$ cat src/design/pwc_pkg.sv
`timescale 1ns / 1ps
// ----------------------------------------------------------------------------
// pwc_pkg
// Shared constants, types and byte classification for the palindrome word
// counter.
// ----------------------------------------------------------------------------
package pwc_pkg;

   localparam int MAX_WORD_LEN = 128;
   localparam int ADDR_W       = $clog2(MAX_WORD_LEN);
   localparam int LEN_W        = $clog2(MAX_WORD_LEN + 1);
   localparam int CHAR_W       = 8;
   localparam int COUNT_W      = 32;

   localparam logic [CHAR_W-1:0] CHAR_SPACE   = 8'h20;
   localparam logic [CHAR_W-1:0] CHAR_PERIOD  = 8'h2E;
   localparam logic [CHAR_W-1:0] CHAR_COMMA   = 8'h2C;
   localparam logic [CHAR_W-1:0] CHAR_NEWLINE = 8'h0A;
   localparam logic [CHAR_W-1:0] CHAR_TAB     = 8'h09;
   localparam logic [CHAR_W-1:0] CHAR_LOW_A   = 8'h61;
   localparam logic [CHAR_W-1:0] CHAR_LOW_Z   = 8'h7A;
   localparam logic [CHAR_W-1:0] CHAR_UP_A    = 8'h41;
   localparam logic [CHAR_W-1:0] CHAR_UP_Z    = 8'h5A;
   localparam logic [CHAR_W-1:0] CASE_OFFSET  = 8'h20;

   // controller -> datapath
   typedef struct packed {
      logic store_byte;   // word byte: store and update length/invalid
      logic skip_delim;   // delimiter that closes nothing
      logic start_walk;   // load the end pointers for the check
      logic issue_read;   // read the next pair from both ends
      logic step_lo;      // pair matched, move the low pointer on
      logic emit;         // load the result register
      logic ended;        // result closes a word
      logic counted;      // result counts a palindrome
   } cmd_type;

   // datapath -> controller
   typedef struct packed {
      logic is_delim;
      logic prev_delim;
      logic invalid;
      logic more_pairs;
      logic pair_match;
      logic rsp_busy;
   } status_type;

   function automatic logic is_delim(input logic [CHAR_W-1:0] b);
      return (b == CHAR_SPACE) || (b == CHAR_PERIOD) || (b == CHAR_COMMA) ||
             (b == CHAR_NEWLINE) || (b == CHAR_TAB);
   endfunction

   function automatic logic is_letter(input logic [CHAR_W-1:0] b);
      return ((b >= CHAR_LOW_A) && (b <= CHAR_LOW_Z)) ||
             ((b >= CHAR_UP_A) && (b <= CHAR_UP_Z));
   endfunction

   function automatic logic [CHAR_W-1:0] fold_case(input logic [CHAR_W-1:0] b);
      return ((b >= CHAR_LOW_A) && (b <= CHAR_LOW_Z)) ? b - CASE_OFFSET : b;
   endfunction

endpackage

$ cat src/design/palindrome_word_counter.sv
`timescale 1ns / 1ps
// ----------------------------------------------------------------------------
// palindrome_word_counter
// Counts case-insensitive palindrome words in a byte stream, one result
// beat for every input beat.
// ----------------------------------------------------------------------------
//  channel | ports                                        | direction
//  req     | req_valid, req_stall, req_char_in            | in
//  rsp     | rsp_valid, rsp_stall, rsp_palindrome_count,  | out
//          | rsp_word_ended, rsp_word_is_palindrome       |
//
// Word bytes and delimiters that close no valid word are answered from
// idle directly. Closing a valid word walks it pair by pair from both
// ends until all pairs match or a pair mismatches: the sequencer reads
// one pair from the word buffer, then compares it.
// Synchronous reset clears lengths, flags, count and the result valid bit;
// the word buffer is not cleared. A new beat is taken only in idle and
// while the result register is empty or being drained.
// ----------------------------------------------------------------------------
module palindrome_word_counter (
   input  logic                        clock,
   input  logic                        reset,
   input  logic                        req_valid,
   output logic                        req_stall,
   input  logic [pwc_pkg::CHAR_W-1:0]  req_char_in,
   output logic                        rsp_valid,
   input  logic                        rsp_stall,
   output logic [pwc_pkg::COUNT_W-1:0] rsp_palindrome_count,
   output logic                        rsp_word_ended,
   output logic                        rsp_word_is_palindrome
);

   pwc_pkg::cmd_type    cmd;
   pwc_pkg::status_type status;

   pwc_ctrl u_ctrl (
      .clock     (clock),
      .reset     (reset),
      .req_valid (req_valid),
      .req_stall (req_stall),
      .status    (status),
      .cmd       (cmd)
   );

   pwc_datapath u_datapath (
      .clock                  (clock),
      .reset                  (reset),
      .req_char_in            (req_char_in),
      .rsp_valid              (rsp_valid),
      .rsp_stall              (rsp_stall),
      .rsp_palindrome_count   (rsp_palindrome_count),
      .rsp_word_ended         (rsp_word_ended),
      .rsp_word_is_palindrome (rsp_word_is_palindrome),
      .cmd                    (cmd),
      .status                 (status)
   );

endmodule

$ cat src/design/pwc_ctrl.sv
`timescale 1ns / 1ps
// ----------------------------------------------------------------------------
// pwc_ctrl
// Sequencer: classifies each beat and walks the stored word pair by pair
// when a valid word is closed.
// ----------------------------------------------------------------------------
module pwc_ctrl (
   input  logic                clock,
   input  logic                reset,
   input  logic                req_valid,
   output logic                req_stall,
   input  pwc_pkg::status_type status,
   output pwc_pkg::cmd_type    cmd
);

   typedef enum logic [2:0] {
      ST_IDLE = 3'b001,
      ST_READ = 3'b010,
      ST_CMP  = 3'b100
   } state_type;

   state_type state_ff, state_in;
   logic      take;

   assign req_stall = (state_ff != ST_IDLE) || status.rsp_busy;
   assign take      = req_valid && !req_stall;

   always_comb begin
      state_in = state_ff;
      cmd      = '0;
      unique case (state_ff)
         ST_IDLE: begin
            if (take) begin
               priority if (!status.is_delim) begin
                  cmd.store_byte = 1'b1;
                  cmd.emit       = 1'b1;
               end else if (status.prev_delim) begin
                  cmd.skip_delim = 1'b1;
                  cmd.emit       = 1'b1;
               end else if (status.invalid) begin
                  cmd.emit  = 1'b1;
                  cmd.ended = 1'b1;
               end else begin
                  cmd.start_walk = 1'b1;
                  state_in       = ST_READ;
               end
            end
         end
         ST_READ: begin
            if (status.more_pairs) begin
               cmd.issue_read = 1'b1;
               state_in       = ST_CMP;
            end else begin
               cmd.emit    = 1'b1;
               cmd.ended   = 1'b1;
               cmd.counted = 1'b1;
               state_in    = ST_IDLE;
            end
         end
         ST_CMP: begin
            if (status.pair_match) begin
               cmd.step_lo = 1'b1;
               state_in    = ST_READ;
            end else begin
               cmd.emit  = 1'b1;
               cmd.ended = 1'b1;
               state_in  = ST_IDLE;
            end
         end
         default: begin
            state_in = ST_IDLE;
         end
      endcase
   end

   always_ff @(posedge clock) begin
      if (reset) begin
         state_ff <= ST_IDLE;
      end else begin
         state_ff <= state_in;
      end
   end

endmodule

$ cat src/design/pwc_datapath.sv
`timescale 1ns / 1ps
// ----------------------------------------------------------------------------
// pwc_datapath
// Word buffer, length and flag registers, end pointers, pair compare,
// running count and the result register.
// ----------------------------------------------------------------------------
module pwc_datapath (
   input  logic                           clock,
   input  logic                           reset,
   input  logic [pwc_pkg::CHAR_W-1:0]     req_char_in,
   output logic                           rsp_valid,
   input  logic                           rsp_stall,
   output logic [pwc_pkg::COUNT_W-1:0]    rsp_palindrome_count,
   output logic                           rsp_word_ended,
   output logic                           rsp_word_is_palindrome,
   input  pwc_pkg::cmd_type               cmd,
   output pwc_pkg::status_type            status
);

   logic [pwc_pkg::CHAR_W-1:0]  word_mem [pwc_pkg::MAX_WORD_LEN];
   logic [pwc_pkg::CHAR_W-1:0]  rd_lo_ff, rd_hi_ff;

   logic [pwc_pkg::LEN_W-1:0]   len_ff, len_in;
   logic                        invalid_ff, invalid_in;
   logic                        prev_delim_ff, prev_delim_in;
   logic [pwc_pkg::LEN_W-1:0]   lo_ff, lo_in;
   logic [pwc_pkg::LEN_W-1:0]   hi_ff, hi_in;
   logic [pwc_pkg::LEN_W-1:0]   hi_dec;
   logic [pwc_pkg::COUNT_W-1:0] total_ff, total_in;
   logic                        rsp_valid_ff, rsp_valid_in;
   logic                        ended_ff, counted_ff;
   logic                        len_full;

   assign len_full = (len_ff == pwc_pkg::LEN_W'(pwc_pkg::MAX_WORD_LEN));
   assign hi_dec   = hi_ff - pwc_pkg::LEN_W'(1);

   assign status.is_delim   = pwc_pkg::is_delim(req_char_in);
   assign status.prev_delim = prev_delim_ff;
   assign status.invalid    = invalid_ff;
   assign status.more_pairs = ({1'b0, lo_ff} + (pwc_pkg::LEN_W + 1)'(1)) < {1'b0, hi_ff};
   assign status.pair_match = pwc_pkg::fold_case(rd_lo_ff) == pwc_pkg::fold_case(rd_hi_ff);
   assign status.rsp_busy   = rsp_valid_ff && rsp_stall;

   always_comb begin
      len_in        = len_ff;
      invalid_in    = invalid_ff;
      prev_delim_in = prev_delim_ff;
      lo_in         = lo_ff;
      hi_in         = hi_ff;
      total_in      = total_ff;
      rsp_valid_in  = rsp_valid_ff && rsp_stall;

      if (cmd.store_byte) begin
         prev_delim_in = 1'b0;
         if (!pwc_pkg::is_letter(req_char_in) || len_full) begin
            invalid_in = 1'b1;
         end
         if (!len_full) begin
            len_in = len_ff + pwc_pkg::LEN_W'(1);
         end
      end
      if (cmd.skip_delim) begin
         prev_delim_in = 1'b1;
      end
      if (cmd.start_walk) begin
         lo_in = '0;
         hi_in = len_ff;
      end
      if (cmd.issue_read) begin
         hi_in = hi_dec;
      end
      if (cmd.step_lo) begin
         lo_in = lo_ff + pwc_pkg::LEN_W'(1);
      end
      if (cmd.emit) begin
         rsp_valid_in = 1'b1;
         if (cmd.ended) begin
            len_in        = '0;
            invalid_in    = 1'b0;
            prev_delim_in = 1'b1;
         end
         // count holds once it reaches all ones
         if (cmd.counted && (total_ff != '1)) begin
            total_in = total_ff + pwc_pkg::COUNT_W'(1);
         end
      end
   end

   always_ff @(posedge clock) begin
      if (reset) begin
         len_ff        <= '0;
         invalid_ff    <= 1'b0;
         prev_delim_ff <= 1'b1;
         total_ff      <= '0;
         rsp_valid_ff  <= 1'b0;
      end else begin
         len_ff        <= len_in;
         invalid_ff    <= invalid_in;
         prev_delim_ff <= prev_delim_in;
         total_ff      <= total_in;
         rsp_valid_ff  <= rsp_valid_in;
      end
   end

   always_ff @(posedge clock) begin
      lo_ff <= lo_in;
      hi_ff <= hi_in;
      if (cmd.emit) begin
         ended_ff   <= cmd.ended;
         counted_ff <= cmd.counted;
      end
   end

   // word buffer: one write port, two registered read ports
   always_ff @(posedge clock) begin
      if (cmd.store_byte && !len_full) begin
         word_mem[len_ff[pwc_pkg::ADDR_W-1:0]] <= req_char_in;
      end
      if (cmd.issue_read) begin
         rd_lo_ff <= word_mem[lo_ff[pwc_pkg::ADDR_W-1:0]];
         rd_hi_ff <= word_mem[hi_dec[pwc_pkg::ADDR_W-1:0]];
      end
   end

   assign rsp_valid              = rsp_valid_ff;
   assign rsp_palindrome_count   = total_ff;
   assign rsp_word_ended         = ended_ff;
   assign rsp_word_is_palindrome = counted_ff;

endmodule

$ cat config.mk
export PLATFORM = sky130hd
export DESIGN_NAME = palindrome_word_counter
export DESIGN_NICKNAME = d
export VERILOG_FILES = /design/src/design/pwc_pkg.sv /design/src/design/palindrome_word_counter.sv /design/src/design/pwc_ctrl.sv /design/src/design/pwc_datapath.sv
export SDC_FILE = /design/constraint.sdc
export NUM_CORES = 2
export LEC_CHECK = 0
export ABC_AREA = 0
export BUFFER_PORTS_ARGS = -buffer_cell sky130_fd_sc_hd__buf_2
export CAP_MARGIN = 15
export CORE_UTILIZATION = 45
export DETAILED_ROUTE_END_ITERATION = 10
export GPL_ROUTABILITY_DRIVEN = 0
export PLACE_DENSITY = 0.71
export SYNTH_ARGS = -nofsm -noshare
export SYNTH_HDL_FRONTEND = slang
export SYNTH_SLANG_ARGS = --single-unit
$ cat constraint.sdc
create_clock -name clock -period 5.5 [get_ports clock]
set_input_delay 0 -clock clock [delete_from_list [all_inputs] [get_ports clock]]
set_output_delay 0 -clock clock [all_outputs]
set_load 0.1 [all_outputs]
==> impl_metrics.csv <==
group,metric,value,unit
placed_design,io_buffers,47,
pwr,power_density,302.5,mW/mm^2
die,die-area,0.1176,sq mm
worst_setup_path,crit_type,"register to register",
worst_setup_path,cp-start-kind,"register",
die,fp.coreArea,0.1148,sq mm
worst_setup_path,crit_buf_inv,2,
worst_setup_path,required,6090,ps
yosys,synth-edff-count,1058,
sta,hold_viol_final,0,
worst_hold_path,min_from,"req_char_in[0]",
yosys,yosysSeqAreaShare,62.48,%
flow_run,max_cap_violations,0,
final_layout,layout.nets,3041,
status,status,"completed",
worst_setup_path,rr_endpoint,"u_datapath.rsp_valid",
global_route,antenna_found_initial,4,
global_route,grt_pass1_vias,30520,
clock_tree,clock_latency,730,ps
sta,maxSlewViolCount,0,
clock_tree,cts_resized,0,
worst_setup_path,slowest_stage,"edfxtp_1",
worst_setup_path,reg2reg_setup_slack,1190,ps
worst_setup_path,crit_family,"simple AND/OR/NAND/NOR gates",
sta,finalCritPeriodShare,78.38,%
yosys,synth_top_area_share,60.72,%
routing,post_drt_wl_per_cell,31.39,um
die,row_count,124,
worst_hold_path,hold_path_end,"u_datapath.word_mem[6][0]",
final_layout,regArea,0.03269,sq mm
die,start_util,45.57,%
routing,firstDrtPassIters,9,
yosys,synthMostInstantiatedCell,"edfxtp_1",
pwr,power,17.66,mW
final_layout,multiInputGateArea,0.01860,sq mm
sta,slew-limit-headroom,16.94,%
sta,tns,0,ps
clock_tree,htree_num_levels,3,
worst_setup_path,path_cells,"and2_1 -> nand2_1 -> nor3_1 -> xor2_1 -> ha_1 -> a31o_2 -> o21a_1 -> o31ai_4 -> buf_4 -> and2_1 -> a31oi_1 -> dlygate4sd3_1",
yosys,synth_seq_cells,1104,
routing,drc,0,
yosys,yosys_warnings,0,
final_layout,fillers,9095,
global_route,overflow,0,
clock_tree,cts_buffers,112,
clock_tree,cts.path.max_buffers,3,
yosys,syn_nets,3001,
sta,fmax,0.2320,GHz
yosys,synth_area_leaders,"edfxtp_1, mux4_2, nand2_1",
worst_hold_path,hold_class,"input pin to register",
die,dieHeight,343.0,um
yosys,synth_common_cells,"edfxtp_1, mux4_2, nand2_1, nor2_1, clkbuf_1",
final_layout,fin_area,0.05839,sq mm
yosys,synth_flop_cell,"edfxtp_1",
placed_design,dpl_cell_area,0.05429,sq mm
sta,worst_slew_pin_slew,1241,ps
clock_tree,cts.sinks,1104,
routing,finalWirelength,145200,um
worst_hold_path,whs_path_depth,2,
global_route,grt_max_degree,137,
placed_design,dp_hpwl,91920,um
routing,vias,31030,
sta,setup_viol_count_final,0,
global_route,globalRouteTotalUtil,24.70,%
final_layout,syn2layout_area_growth,11.59,%
clock_tree,cts_root_buf,"clkbuf_16",
worst_setup_path,worst-r2r-cell-count,12,
pwr,power_leakage,18.99,nW
worst_setup_path,crit_top_cell,"and2_1",
pwr,ir_drop,261.1,uV
die,die_w,343.0,um
routing,drtIter0Drc,4459,
clock_tree,cts_tree,"yes",
final_layout,antenna_cells,0,
sta,min_period,4311,ps
worst_setup_path,worstPathMaxFanout,33,
worst_setup_path,rr_startpoint,"u_datapath.lo_ff[5]",
final_layout,final_layout_size_suffix_gt1_share,28.33,%
routing,viasPerCell,6.709,
yosys,synth.largest_area_cell,"edfxtp_1",
yosys,syn_area_per_cell,17.59,sq um
worst_setup_path,end_kind,"register",
die,ios,48,
clock_tree,path_clk_slew,60,ps
global_route,grt_pass1_wl,211700,um
worst_setup_path,crit_arrival,4900,ps
yosys,synthArstFlopShare,0,%
sta,rsz0062_at_grt,"false",
yosys,netlist_instances,2975,
worst_setup_path,slowest_delay,620,ps
yosys,synth.distinct_cells,66,
routing,postRouteAntennaNets,0,
yosys,mappedNetlistArea,0.05232,sq mm
sta,clock-skew-final,30.13,ps
[worst reg2reg max path, cell delays in order, from the launching register on]
cell           delay [ps]
edfxtp_1              620
and2_1                520
nand2_1               320
nor3_1                340
xor2_1                140
ha_1                  200
a31o_2                260
o21a_1                210
o31ai_4                60
buf_4                 380
and2_1                410
a31oi_1               150
dlygate4sd3_1         600
[cell families (layout without fill, tap and decap cells)]
logic type / Yosys count / after routing / synth area share [%]
DFF: 1104 / 1104 / 62.48
and+or+nand+nor: 745 / 745 / 6.349
muxes: 626 / 626 / 25.12
buffers and inverters: 240 / 378 / 2.140
AOI/OAI and AO/OA: 186 / 186 / 2.551
xor gates and xnor gates: 60 / 60 / 1.031
adders and majority gates: 14 / 14 / 0.3348
[routing by layer]
layer | GRT usage [%] | wire length (um)
met4 | 11.30 | 6852
met5 | 0 | 32
met1 | 33.61 | 55060
met2 | 38.03 | 67570
met3 | 5.729 | 15650
[registers in the layout, indices dropped and copies added (netlist names)]
signal                             cells
u_datapath.len_ff                      8
u_datapath.prev_delim_ff               1
u_datapath.rd_lo_ff                    8
u_datapath.lo_ff                       8
u_datapath.hi_ff                       8
u_datapath.rsp_word_is_palindrome      1
u_datapath.rsp_valid                   1
u_datapath.rsp_palindrome_count       32
u_datapath.rsp_word_ended              1
u_datapath.invalid_ff                  1
u_ctrl.state_ff                        3
u_datapath.rd_hi_ff                    8
u_datapath.word_mem                 1024
[cells in the final DEF (no fill, tap or decap), types with 18 or more instances in the layout]
master,count
a21oi_1,24
a31oi_1,35
and3_1,49
buf_2,39
buf_4,72
bufinv_16,22
clkbuf_16,113
clkinv_1,20
clkinv_2,20
dfxtp_1,46
edfxtp_1,1058
inv_1,23
mux2i_1,72
mux4_2,549
nand2_1,296
nand3_1,88
nor2_1,213
nor3_1,20
nor4_1,18
o22ai_1,21
xnor2_1,43
[report_power, final]
group / internal [mW] / switching [mW]
clock network: 4.82 / 3.35
logic: 0.0509 / 0.223
registers: 9.22 / 0.0111
[layout make-up]
cell class | instances | area share [%]
clock buffer | 129 | 4.946
clock inverter | 83 | 1.794
inverter | 26 | 0.1693
multi-input combinational | 1631 | 31.86
sequential | 1104 | 55.99
tap | 1512 | 3.240
timing repair buffer | 140 | 1.995
[how the worst max path moves through the flow]
| stage | start | end | cells past startpoint |
|---|---|---|---|
| floorplan | u_datapath.lo_ff[0] | u_datapath.rsp_word_ended | 17 |
| global placement | req_char_in[5] | u_datapath.word_mem[46][6] | 8 |
| detailed placement | req_char_in[5] | u_datapath.word_mem[46][5] | 8 |
| CTS | u_datapath.lo_ff[5] | u_datapath.rsp_valid | 12 |
| global route | u_datapath.lo_ff[5] | u_datapath.rsp_valid | 12 |
| finish | u_datapath.lo_ff[5] | u_datapath.rsp_valid | 12 |
[through the flow]
stage	std cells	hold slack [ps]	utilization, %	worst slack, ps
floorplan	2975	98.87	-	1666
global placement	4396	464.3	47.27	1485
detailed placement	4397	481.6	47.28	1389
CTS	4621	84.47	50.82	1322
global route	4625	123.2	50.85	1041
finish	4625	84.55	50.85	1189
[what timing repair did]
item	in CTS	in global routing
setup buffers	0	0
hold buffers	12	0
endpoints found under the setup margin	0	0
hold endpoints to repair	325	0
Note: power is estimated with default switching activity, not from simulation.
